--- config.mk ---
export PLATFORM = sky130hd
export DESIGN_NAME = periodic_task_dispatcher_core
export DESIGN_NICKNAME = d
export VERILOG_FILES = /design/src/rtl/ptd_pkg.sv /design/src/rtl/ptd_dp.sv /design/src/rtl/ptd_ctrl.sv /design/src/rtl/periodic_task_dispatcher_core.sv
export SDC_FILE = /design/constraint.sdc
export NUM_CORES = 1
export LEC_CHECK = 0
export ABC_AREA = 1
export BUFFER_PORTS_ARGS = -buffer_cell sky130_fd_sc_hd__buf_2
export CELL_PAD_IN_SITES_DETAIL_PLACEMENT = 0
export CELL_PAD_IN_SITES_GLOBAL_PLACEMENT = 1
export CORE_MARGIN = 2
export CORE_UTILIZATION = 45
export CTS_BUF_LIST = sky130_fd_sc_hd__clkbuf_4
export CTS_CLUSTER_DIAMETER = 200
export DETAILED_ROUTE_END_ITERATION = 16
export PLACE_DENSITY = 0.77
export SETUP_SLACK_MARGIN = 0.3
export SYNTH_ARGS = -nofsm -noshare
export SYNTH_HDL_FRONTEND = slang
export SYNTH_SLANG_ARGS = --single-unit
--- constraint.sdc ---
create_clock -name i_clk -period 8.65 [get_ports i_clk]
set_input_delay 0.865 -clock i_clk [delete_from_list [all_inputs] [get_ports i_clk]]
set_output_delay 0.865 -clock i_clk [all_outputs]
set_load 0.02 [all_outputs]
--- src/rtl/ptd_pkg.sv ---
// Package for the periodic task dispatcher: sizes, operation and status codes,
// and the command/status structs between controller and datapath.
// No dependencies.
package ptd_pkg;

    localparam int MAX_TASKS = 16;
    localparam int SLOT_W    = $clog2(MAX_TASKS);
    localparam int TICK_W    = 32;
    localparam int MODE_W    = 3;

    // operation codes carried in the mode field
    localparam logic [MODE_W-1:0] MODE_ADD     = 3'd0;
    localparam logic [MODE_W-1:0] MODE_REMOVE  = 3'd1;
    localparam logic [MODE_W-1:0] MODE_ENABLE  = 3'd2;
    localparam logic [MODE_W-1:0] MODE_DISABLE = 3'd3;
    localparam logic [MODE_W-1:0] MODE_RUN     = 3'd4;

    typedef enum logic [1:0] {
        ST_OK        = 2'd0,
        ST_BAD_PARAM = 2'd1,
        ST_LINKED    = 2'd2,
        ST_NOT_FOUND = 2'd3
    } t_status;

    // controller -> datapath
    typedef struct packed {
        logic    latch;      // capture the input word
        logic    add_tail;   // hook new slot behind current tail
        logic    add_link;   // fill slot entry and link it in
        logic    walk_init;  // start predecessor search at head
        logic    walk_step;  // advance predecessor search
        logic    unlink;     // splice slot out of the ring
        logic    enable;     // restamp and set enabled mark
        logic    dis_slot;   // clear enabled mark
        logic    scan_init;  // start scan at round-robin pointer
        logic    scan_step;  // advance scan to successor
        logic    dispatch;   // restamp current slot, move pointer past it
        logic    out_load;   // load the result register
        t_status res_status;
        logic    res_disp;
    } t_dp_cmd;

    // datapath -> controller
    typedef struct packed {
        logic [MODE_W-1:0] mode;
        logic              period_zero;
        logic              slot_linked;
        logic              ring_empty;
        logic              any_linked;
        logic              cur_hit;    // walk pointer sits on the named slot
        logic              walk_last;  // step counter at its last value
        logic              due;        // current slot is due for dispatch
        logic              scan_last;  // successor closes the ring or count ran out
        logic              out_free;   // result register can take a word
    } t_dp_stat;

endpackage

--- src/rtl/ptd_dp.sv ---
// Datapath of the periodic task dispatcher: slot tables, ring pointers,
// walk/scan cursor and the result register. Depends on ptd_pkg.
module ptd_dp import ptd_pkg::*; (
    input  logic              i_clk,
    input  logic              i_rst_n,
    input  logic [MODE_W-1:0] i_mode,
    input  logic [SLOT_W-1:0] i_task_slot,
    input  logic [TICK_W-1:0] i_task_period,
    input  logic [TICK_W-1:0] i_now_tick,
    input  logic              i_stall,
    input  t_dp_cmd           i_cmd,
    output t_dp_stat          o_stat,
    output logic              o_valid,
    output logic [1:0]        o_status,
    output logic              o_dispatched,
    output logic [SLOT_W-1:0] o_dispatched_task
);

    // slot tables
    logic [SLOT_W-1:0] r_next   [MAX_TASKS];
    logic [TICK_W-1:0] r_period [MAX_TASKS];
    logic [TICK_W-1:0] r_last   [MAX_TASKS];
    logic [MAX_TASKS-1:0] r_linked;
    logic [MAX_TASKS-1:0] r_en;

    // ring pointers
    logic [SLOT_W-1:0] r_head, r_tail, r_ptr;
    logic              r_empty;

    // latched input word
    logic [MODE_W-1:0] r_mode;
    logic [SLOT_W-1:0] r_slot;
    logic [TICK_W-1:0] r_period_in;
    logic [TICK_W-1:0] r_now;

    // cursor
    logic [SLOT_W-1:0] r_cur, r_prev, r_cnt;

    // result register
    logic              r_out_valid;
    logic [1:0]        r_out_status;
    logic              r_out_disp;
    logic [SLOT_W-1:0] r_out_task;

    logic [SLOT_W-1:0] rd_next;
    logic [TICK_W-1:0] rd_period, rd_last, elapsed;
    logic              out_take;

    // single read port at the cursor
    assign rd_next   = r_next[r_cur];
    assign rd_period = r_period[r_cur];
    assign rd_last   = r_last[r_cur];
    assign elapsed   = r_now - rd_last;
    assign out_take  = r_out_valid && !i_stall;

    // status to the controller
    always_comb begin
        o_stat.mode        = r_mode;
        o_stat.period_zero = (r_period_in == '0);
        o_stat.slot_linked = r_linked[r_slot];
        o_stat.ring_empty  = r_empty;
        o_stat.any_linked  = |r_linked;
        o_stat.cur_hit     = (r_cur == r_slot);
        o_stat.walk_last   = (r_cnt == SLOT_W'(MAX_TASKS - 1));
        o_stat.due         = r_linked[r_cur] && r_en[r_cur] && (elapsed >= rd_period);
        o_stat.scan_last   = (rd_next == r_ptr) || (r_cnt == SLOT_W'(MAX_TASKS - 1));
        o_stat.out_free    = !r_out_valid || !i_stall;
    end

    // control state: marks, pointers, result valid
    always_ff @(posedge i_clk) begin
        if (!i_rst_n) begin
            r_linked    <= '0;
            r_en        <= '0;
            r_head      <= '0;
            r_tail      <= '0;
            r_ptr       <= '0;
            r_empty     <= 1'b1;
            r_out_valid <= 1'b0;
        end else begin
            // a new word may replace the one taken in the same cycle
            if (i_cmd.out_load) begin
                r_out_valid <= 1'b1;
            end else if (out_take) begin
                r_out_valid <= 1'b0;
            end
            if (i_cmd.add_link) begin
                r_linked[r_slot] <= 1'b1;
                r_en[r_slot]     <= 1'b1;
                r_tail           <= r_slot;
                if (r_empty) begin
                    r_head  <= r_slot;
                    r_ptr   <= r_slot;
                    r_empty <= 1'b0;
                end
            end
            if (i_cmd.unlink) begin
                r_linked[r_slot] <= 1'b0;
                r_en[r_slot]     <= 1'b0;
                if (rd_next == r_slot) begin
                    // last slot leaves
                    r_empty <= 1'b1;
                    r_head  <= '0;
                    r_tail  <= '0;
                    r_ptr   <= '0;
                end else begin
                    if (r_head == r_slot) r_head <= rd_next;
                    if (r_tail == r_slot) r_tail <= r_prev;
                    if (r_ptr == r_slot)  r_ptr  <= rd_next;
                end
            end
            if (i_cmd.enable) begin
                r_en[r_slot] <= 1'b1;
            end
            if (i_cmd.dis_slot) begin
                r_en[r_slot] <= 1'b0;
            end
            if (i_cmd.dispatch) begin
                r_ptr <= rd_next;
            end
        end
    end

    // payload: tables, latched word, cursor, result fields
    always_ff @(posedge i_clk) begin
        if (i_cmd.latch) begin
            r_mode      <= i_mode;
            r_slot      <= i_task_slot;
            r_period_in <= i_task_period;
            r_now       <= i_now_tick;
        end

        // one successor write per cycle
        if (i_cmd.add_tail) begin
            r_next[r_tail] <= r_slot;
        end else if (i_cmd.add_link) begin
            r_next[r_slot] <= r_empty ? r_slot : r_head;
        end else if (i_cmd.unlink && rd_next != r_slot) begin
            r_next[r_prev] <= rd_next;
        end

        if (i_cmd.add_link) begin
            r_period[r_slot] <= r_period_in;
        end

        if (i_cmd.add_link || i_cmd.enable) begin
            r_last[r_slot] <= r_now;
        end else if (i_cmd.dispatch) begin
            r_last[r_cur] <= r_now;
        end

        // cursor
        if (i_cmd.walk_init) begin
            r_cur  <= r_head;
            r_prev <= r_tail;
            r_cnt  <= '0;
        end else if (i_cmd.scan_init) begin
            r_cur <= r_ptr;
            r_cnt <= '0;
        end else if (i_cmd.walk_step || i_cmd.scan_step) begin
            r_prev <= r_cur;
            r_cur  <= rd_next;
            r_cnt  <= r_cnt + 1'b1;
        end

        if (i_cmd.out_load) begin
            r_out_status <= i_cmd.res_status;
            r_out_disp   <= i_cmd.res_disp;
            r_out_task   <= i_cmd.res_disp ? r_cur : '0;
        end
    end

    assign o_valid           = r_out_valid;
    assign o_status          = r_out_status;
    assign o_dispatched      = r_out_disp;
    assign o_dispatched_task = r_out_task;

endmodule

--- src/rtl/ptd_ctrl.sv ---
// Controller of the periodic task dispatcher: sequences add, remove, enable,
// disable and run over the datapath. Depends on ptd_pkg.
module ptd_ctrl import ptd_pkg::*; (
    input  logic     i_clk,
    input  logic     i_rst_n,
    input  logic     i_valid,
    output logic     o_stall,
    input  t_dp_stat i_stat,
    output t_dp_cmd  o_cmd
);

    typedef enum logic [7:0] {
        S_IDLE     = 8'b0000_0001,
        S_DECODE   = 8'b0000_0010,
        S_ADD_TAIL = 8'b0000_0100,
        S_ADD_LINK = 8'b0000_1000,
        S_WALK     = 8'b0001_0000,
        S_UNLINK   = 8'b0010_0000,
        S_SCAN     = 8'b0100_0000,
        S_DONE     = 8'b1000_0000
    } t_state;

    t_state  r_state, n_state;
    t_status r_res_status, n_res_status;
    logic    r_res_disp, n_res_disp;

    assign o_stall = (r_state != S_IDLE);

    // next state and commands
    always_comb begin
        n_state      = r_state;
        n_res_status = r_res_status;
        n_res_disp   = r_res_disp;
        o_cmd        = '0;
        o_cmd.res_status = r_res_status;
        o_cmd.res_disp   = r_res_disp;

        unique case (r_state)
            S_IDLE: begin
                if (i_valid) begin
                    o_cmd.latch = 1'b1;
                    n_state     = S_DECODE;
                end
            end
            S_DECODE: begin
                n_res_status = ST_OK;
                n_res_disp   = 1'b0;
                n_state      = S_DONE;
                unique case (i_stat.mode) inside
                    MODE_RUN: begin
                        if (!i_stat.ring_empty) begin
                            o_cmd.scan_init = 1'b1;
                            n_state         = S_SCAN;
                        end
                    end
                    MODE_ADD: begin
                        if (i_stat.period_zero) begin
                            n_res_status = ST_BAD_PARAM;
                        end else if (i_stat.slot_linked) begin
                            n_res_status = ST_LINKED;
                        end else if (i_stat.ring_empty) begin
                            n_state = S_ADD_LINK;
                        end else begin
                            n_state = S_ADD_TAIL;
                        end
                    end
                    MODE_REMOVE, MODE_ENABLE, MODE_DISABLE: begin
                        if (i_stat.ring_empty || !i_stat.slot_linked) begin
                            n_res_status = ST_NOT_FOUND;
                        end else if (i_stat.mode == MODE_REMOVE) begin
                            o_cmd.walk_init = 1'b1;
                            n_state         = S_WALK;
                        end else if (i_stat.mode == MODE_ENABLE) begin
                            o_cmd.enable = 1'b1;
                        end else begin
                            o_cmd.dis_slot = 1'b1;
                        end
                    end
                    default: begin
                        n_res_status = ST_BAD_PARAM;
                    end
                endcase
            end
            S_ADD_TAIL: begin
                o_cmd.add_tail = 1'b1;
                n_state        = S_ADD_LINK;
            end
            S_ADD_LINK: begin
                o_cmd.add_link = 1'b1;
                n_state        = S_DONE;
            end
            // find the predecessor of the named slot
            S_WALK: begin
                if (i_stat.cur_hit || i_stat.walk_last) begin
                    n_state = S_UNLINK;
                end else begin
                    o_cmd.walk_step = 1'b1;
                end
            end
            S_UNLINK: begin
                o_cmd.unlink = 1'b1;
                n_state      = S_DONE;
            end
            // one ring entry per cycle from the round-robin pointer
            S_SCAN: begin
                if (i_stat.due) begin
                    o_cmd.dispatch = 1'b1;
                    n_res_disp     = 1'b1;
                    n_state        = S_DONE;
                end else if (i_stat.scan_last) begin
                    n_state = S_DONE;
                end else begin
                    o_cmd.scan_step = 1'b1;
                end
            end
            S_DONE: begin
                if (i_stat.out_free) begin
                    o_cmd.out_load = 1'b1;
                    n_state        = S_IDLE;
                end
            end
            default: begin
                n_state = S_IDLE;
            end
        endcase
    end

    always_ff @(posedge i_clk) begin
        if (!i_rst_n) begin
            r_state      <= S_IDLE;
            r_res_status <= ST_OK;
            r_res_disp   <= 1'b0;
        end else begin
            r_state      <= n_state;
            r_res_status <= n_res_status;
            r_res_disp   <= n_res_disp;
        end
    end

endmodule

--- src/rtl/periodic_task_dispatcher_core.sv ---
// Periodic task dispatcher, top level. One word at a time.
// Each word is latched and decoded; add links the slot, behind the tail if any,
// remove walks to the predecessor and unlinks, run scans, then done loads the result.
// Walk and scan read one ring entry per cycle through the slot table port.
// A word is taken only while idle; the result register lets the next word in.
// Reset (synchronous, active low): ring empty, all marks clear, pointers zero.
module periodic_task_dispatcher_core import ptd_pkg::*; (
    input  logic              i_clk,
    input  logic              i_rst_n,
    input  logic              i_valid,
    output logic              o_stall,
    input  logic [MODE_W-1:0] i_mode,
    input  logic [SLOT_W-1:0] i_task_slot,
    input  logic [TICK_W-1:0] i_task_period,
    input  logic [TICK_W-1:0] i_now_tick,
    output logic              o_valid,
    input  logic              i_stall,
    output logic [1:0]        o_status,
    output logic              o_dispatched,
    output logic [SLOT_W-1:0] o_dispatched_task
);

    t_dp_cmd  cmd;
    t_dp_stat stat;

    ptd_ctrl u_ctrl (
        .i_clk   (i_clk),
        .i_rst_n (i_rst_n),
        .i_valid (i_valid),
        .o_stall (o_stall),
        .i_stat  (stat),
        .o_cmd   (cmd)
    );

    ptd_dp u_dp (
        .i_clk             (i_clk),
        .i_rst_n           (i_rst_n),
        .i_mode            (i_mode),
        .i_task_slot       (i_task_slot),
        .i_task_period     (i_task_period),
        .i_now_tick        (i_now_tick),
        .i_stall           (i_stall),
        .i_cmd             (cmd),
        .o_stat            (stat),
        .o_valid           (o_valid),
        .o_status          (o_status),
        .o_dispatched      (o_dispatched),
        .o_dispatched_task (o_dispatched_task)
    );

    // empty ring holds no linked slot
    a_empty_unlinked: assert property (@(posedge i_clk) disable iff (!i_rst_n)
        stat.ring_empty |-> !stat.any_linked)
        else $error("ring empty while a slot is linked");

    // an accepted word keeps the block busy in the next cycle
    a_busy_after_accept: assert property (@(posedge i_clk) disable iff (!i_rst_n)
        (i_valid && !o_stall) |=> o_stall)
        else $error("input accepted without going busy");

    // a dispatch always reports ok
    a_dispatch_ok: assert property (@(posedge i_clk) disable iff (!i_rst_n)
        (o_valid && o_dispatched) |-> (o_status == ST_OK))
        else $error("dispatch with non-ok status");

    // no dispatch means slot field zero
    a_no_dispatch_zero: assert property (@(posedge i_clk) disable iff (!i_rst_n)
        (o_valid && !o_dispatched) |-> (o_dispatched_task == '0))
        else $error("task slot set without dispatch");

endmodule

After elaboration in Yosys (flattened, before gate mapping). Memory sizes are Yosys's and may differ from the RTL's. A register that Yosys moved wholly into a read port is not among the register bits. Cells that the tools add are included.

Memory bits (writable): 1088. Bits of input ports: 75. Register bits: 147. Memories kept: 3. Output and inout bits: 9. Word-level logic and storage cells: 207.

$lt $le $gt $ge: 4. Equality and inequality tests: 27. Multiplexer cells: 115. Bitwise operators: 7. Reductions and logical operators: 29. $add $sub $neg: 2.

Memories: u_dp.r_last (depth 16, bits a word 32, read ports 1, clocked after Yosys merged registers in 1, write ports 1, line ptd_dp.sv:22) `logic [TICK_W-1:0] r_last [MAX_TASKS];`; u_dp.r_period (depth 16, bits a word 32, read ports 1, clocked after Yosys merged registers in 1, write ports 1, line ptd_dp.sv:21) `logic [TICK_W-1:0] r_period [MAX_TASKS];`; u_dp.r_next (depth 16, bits a word 4, read ports 1, clocked after Yosys merged registers in 1, write ports 1, line ptd_dp.sv:20) `logic [SLOT_W-1:0] r_next [MAX_TASKS];`.

Operator list (count): 2-to-1 mux 16 bit (10); 2-to-1 mux 4 bit (30); 2-to-1 mux 8 bit (10); one-hot mux 8 bit (7 select lines) (1); bitwise AND 16 bit (3); 2-to-1 mux 1 bit (48); bitwise OR 16 bit (3); >= comparator 32 bit (1); zero test 32 bit (1); 2-to-1 mux 32 bit (1); OR reduction 32 bit (1); subtractor 32 bit (1); equality test 4 bit (6); one-hot mux 8 bit (3 select lines) (1); NOT 16 bit (1); 2-to-1 mux 2 bit (7); binary-select mux 1 bit (select 4 bit) (3); < comparator 4 x 5 -> 1 bit, second input constant (2); equality test 8 x 1 -> 1 bit, second input constant (1); equality test 8 x 2 -> 1 bit, second input constant (1); equality test 8 x 3 -> 1 bit, second input constant (1); equality test 8 x 4 -> 1 bit, second input constant (1); equality test 8 x 5 -> 1 bit, second input constant (1); equality test 8 x 6 -> 1 bit, second input constant (1); 28 further kinds (48).

Depth between registers and ports, before layout.
Word-level depth: 15. Depth in mapped cells: 36. Mapped depth without buffers: 31.

Hierarchy. Synthesis repeated with hierarchy kept, for this count alone.

Cells, all modules: 4235. Area, all modules: 51725.9 sq um.

Modules (own cells, without submodules): ptd_dp (instances 1, area an instance 50905.1 sq um, cells each 4096, seq. area each 36334.8 sq um); ptd_ctrl (instances 1, area an instance 820.8 sq um, cells each 139, seq. area each 220.2 sq um).

Least setup slack after synthesis. OpenSTA, ideal clock, no wires.

Path type: register -> register. Start: register (tool-made name). End: memory u_dp.r_last[12][0], enable pin. Data arrival time: 6.284 ns. Path slack: 1.944 ns. Stages on the path, launching flop included: 37. Period minus slack after synthesis: 6.706 ns. Library setup time: 0.421 ns. Required time: 8.229 ns. Path buffers: 7. Path through: dfxtp_1 > buf_6 > buf_2 > buf_2 > buf_2 > buf_2 > buf_1 > nor2_1 > o221ai_1 > o211ai_1 > nand2_1 > ha_1 > inv_1 > fa_1 > nand3_1 > nand2_1 > a21oi_1 > o21ai_0 > nand2_1 > o211ai_1 > nand4_1 > nand3b_1 > xor2_1 > ha_1 > nand2_1 > nor2_1 > nand4_1 > nor2_1 > nand2_1 > nand3_1 > nand3_1 > buf_2 > nand2_1 > o21ai_1 > inv_1 > nand3_1 > nor2_1.

RTL lines (line): to (decl) (ptd_dp.sv:22).

==> out/metrics.yaml <==
arrival_ns: 8.30
drcViolationCount: 0
cp-end-kind: "flip-flop"
start_util_pct: 45.3
routabilityCongestion: 0.890
die_area_mm2: 0.118
slew_headroom_pct: 17.6
slowest_delay_ns: 0.66
p_leak_nw: 20.4
dp_hpwl_mm: 75.2
die_h_um: 343
grt_max_degree: 228
fin_ws_ns: 1.24
wl_per_cell_um: 22.3
grt_overflow: 0
fin_nets: 4679
synthFlopType: "edfxtp_1"
design_area_mm2: 0.0586
clk_latency_ns: 1.27
cts_setup_buffers: 0
rsz0062_at_grt: "no"
finalSetupTns_ns: 0
drive_gt1_share_pct: 15.3
synth_area_mm2: 0.0517
htreeDepth: 5
die_x_um: 343
maxCapViolCount: 0
setup_viol: 0
worstPathRequired_ns: 9.54
port_buffers: 83
synth_nets: 4366
numCtsBuffers: 333
viasPerCell: 5.64
drtIter0Drc: 3671
path_delay_family: "simple AND/OR/NAND/NOR gates"
synth_top_area_cell: "edfxtp_1"
min_period_ns: 7.41
cts_tree: "built"
synth_edf_count: 1174
place_area_mm2: 0.0539
cts.clk_slew.worst_paths_ns: 0.07
max_slew.worst_pin.slew_ns: 1.23
start_kind: "flip-flop"
coreArea_mm2: 0.114
dp_slack_ns: 1.35
cp_max_fo: 145
hold_path_class: "in -> reg"
slew_violations: 0
vdd_ir_drop_max_uv: 339
area_delta_synth_final_pct: 13.3
synth-async-reset-ratio_pct: 0
power_density_mw_per_mm2: 286
synth_top_area_share_pct: 68.2
root_buffer: "clkbuf_4"
path_buf_inv: 4
grt_antenna_before_repair: 7
io_pins: 84
via_count: 35400
postRouteAntennaNets: 0
worstSetupPathType: "reg -> reg"
ys_seq_area_share_pct: 70.7
grt_pass1_wl_mm: 209
ys_seq_elements: 1239
syn_inst: 4225
yosysWarnings: 0
min_period_over_period_pct: 85.7
cp_slowest_cell: "inv_8"
post-route-util_pct: 51.3
dr.pass1.iters: 6
rows: 124
fin_skew_ns: 0.108
syn_avg_cell_area_um2: 12.2
hold_viol: 0
synthTopCellsByArea: "edfxtp_1, o21ai_0, nor2_1"
status: "finished clean"
drt_wl_total_mm: 140
clk_path_buf_depth: 4
grt_pass1_vias: 34700
max_freq_mhz: 135
grtUsageTotal_pct: 23.7
cts.sinks: 1239
synth_cell_type_count: 53
through the flow:
step	instances	power, mW	hold slack (ns)
2_1_floorplan	4225	10.4	0.403
3_3_place_gp	5642	11.9	0.458
3_5_place_dp	5642	11.9	0.458
4_1_cts	6270	16.9	0.0682
5_1_grt	6274	17.7	0.163
6_report	6274	16.8	0.234
what timing repair did:
item / in CTS / in global routing
endpoints found under the hold margin: 73 / 0
hold buffers: 73 / 0
gates resized for setup: 0 / 0
registers in the layout, indices dropped and copies added (netlist names), 3 cells and up, named ones only:
register                count
u_dp.r_last               512
u_dp.r_period             512
u_dp.r_next                64
u_dp.r_now                 32
u_dp.r_period_in           32
u_dp.r_en                  16
u_dp.r_linked              16
u_ctrl.r_state              8
u_dp.o_dispatched_task      4
u_dp.r_cnt                  4
u_dp.r_cur                  4
u_dp.r_head                 4
u_dp.r_prev                 4
u_dp.r_ptr                  4
u_dp.r_slot                 4
u_dp.r_tail                 4
u_dp.r_mode                 3
kinds of logic after synthesis:
| logic type | count (synthesis) | share of synthesized area [%] |
|---|---|---|
| AND/OR/NAND/NOR | 1333 | 10.7 |
| flip-flops | 1239 | 70.7 |
| AO/OA/AOI/OAI | 1055 | 12.4 |
| buffers and inverters | 484 | 3.75 |
| adder cells (fa/ha/maj) | 66 | 1.61 |
| XOR/XNOR | 47 | 0.796 |
| multiplexers | 1 | 0.0218 |
final timing paths:
check	startpoint	to	slack, ns	cells past startpoint
min reg2reg	u_ctrl.r_res_status[1]$_SDFFE_PN0P_	u_dp.o_status[1]$_DFFE_PP_	0.46	0
max	flip-flop	u_dp.r_last[0][8]$_DFFE_PP_	1.24	30
max reg2reg	flip-flop	u_dp.r_last[0][8]$_DFFE_PP_	1.24	30
min	i_rst_n	u_ctrl.r_state[7]$_SDFFE_PN0P_	0.23	3
layout make-up:
| cell class | instances | area (µm²) |
|---|---|---|
| timing repair buffer | 227 | 1770 |
| clock inverter | 96 | 536 |
| tap | 1512 | 1890 |
| clock buffer | 459 | 3450 |
| multi-input combinational | 2502 | 13500 |
| inverter | 235 | 911 |
| antenna | 4 | 10.0 |
| fill | 10100 | 55600 |
| sequential | 1239 | 36600 |
worst reg2reg max path, delay by kind of cell, from the launching register on:
family / cells / cell delay (ns)
simple gates: 14 / 2.62
compound gates: 8 / 1.80
buf+inv: 4 / 1.22
fa+ha+maj: 3 / 0.84
flops: 1 / 0.52
xor+xnor: 1 / 0.09
synthesized netlist by cell type (5+ instances only):
master    instances
inv_1           224
inv_2             9
nor4_1            6
buf_6             6
o21bai_1         10
xor2_1           30
a21oi_1          95
o21ai_1          15
clkbuf_1        183
dfxtp_1          65
nand3_2          14
xnor2_1          17
nand2_1         391
and3_1           16
a31oi_1           5
nand3_1         165
o221ai_1        194
a22oi_1           8
buf_1            17
nor3_1            9
nand2_2          11
o211ai_1         64
buf_4             9
a221oi_1          5
ha_1             65
a21o_1            6
o22ai_1          75
buf_2            34
nand4_1          14
edfxtp_1       1174
o21ai_0         563
nor2_1          690
layer usage:
| layer | share of wire [%] | GRT usage, % | up-vias |
|---|---|---|---|
| met5 | 0 | 0 | - |
| met4 | 2.7 | 8.80 | 0 |
| met3 | 8.2 | 5.16 | 248 |
| met2 | 47 | 37.1 | 1500 |
| met1 | 42 | 32.5 | 17300 |
| li1 | - | - | 16400 |
report_power, final:
group | switching [mW] | internal, mW
registers | 0.477 | 7.10
clock network | 2.31 | 2.62
logic | 2.92 | 1.33
layout by cell type (no fill, tap or decap), drive strengths merged, types with 30 or more instances in the layout:
cell type	count
a21oi	95
buf	154
clkbuf	459
clkinv	87
dfxtp	65
dlygate4sd3	73
edfxtp	1174
ha	65
inv	238
nand2	404
nand3	179
nor2	695
o211ai	64
o21ai	580
o221ai	194
o22ai	75
xor2	30
(Power assumes the default switching activity.)
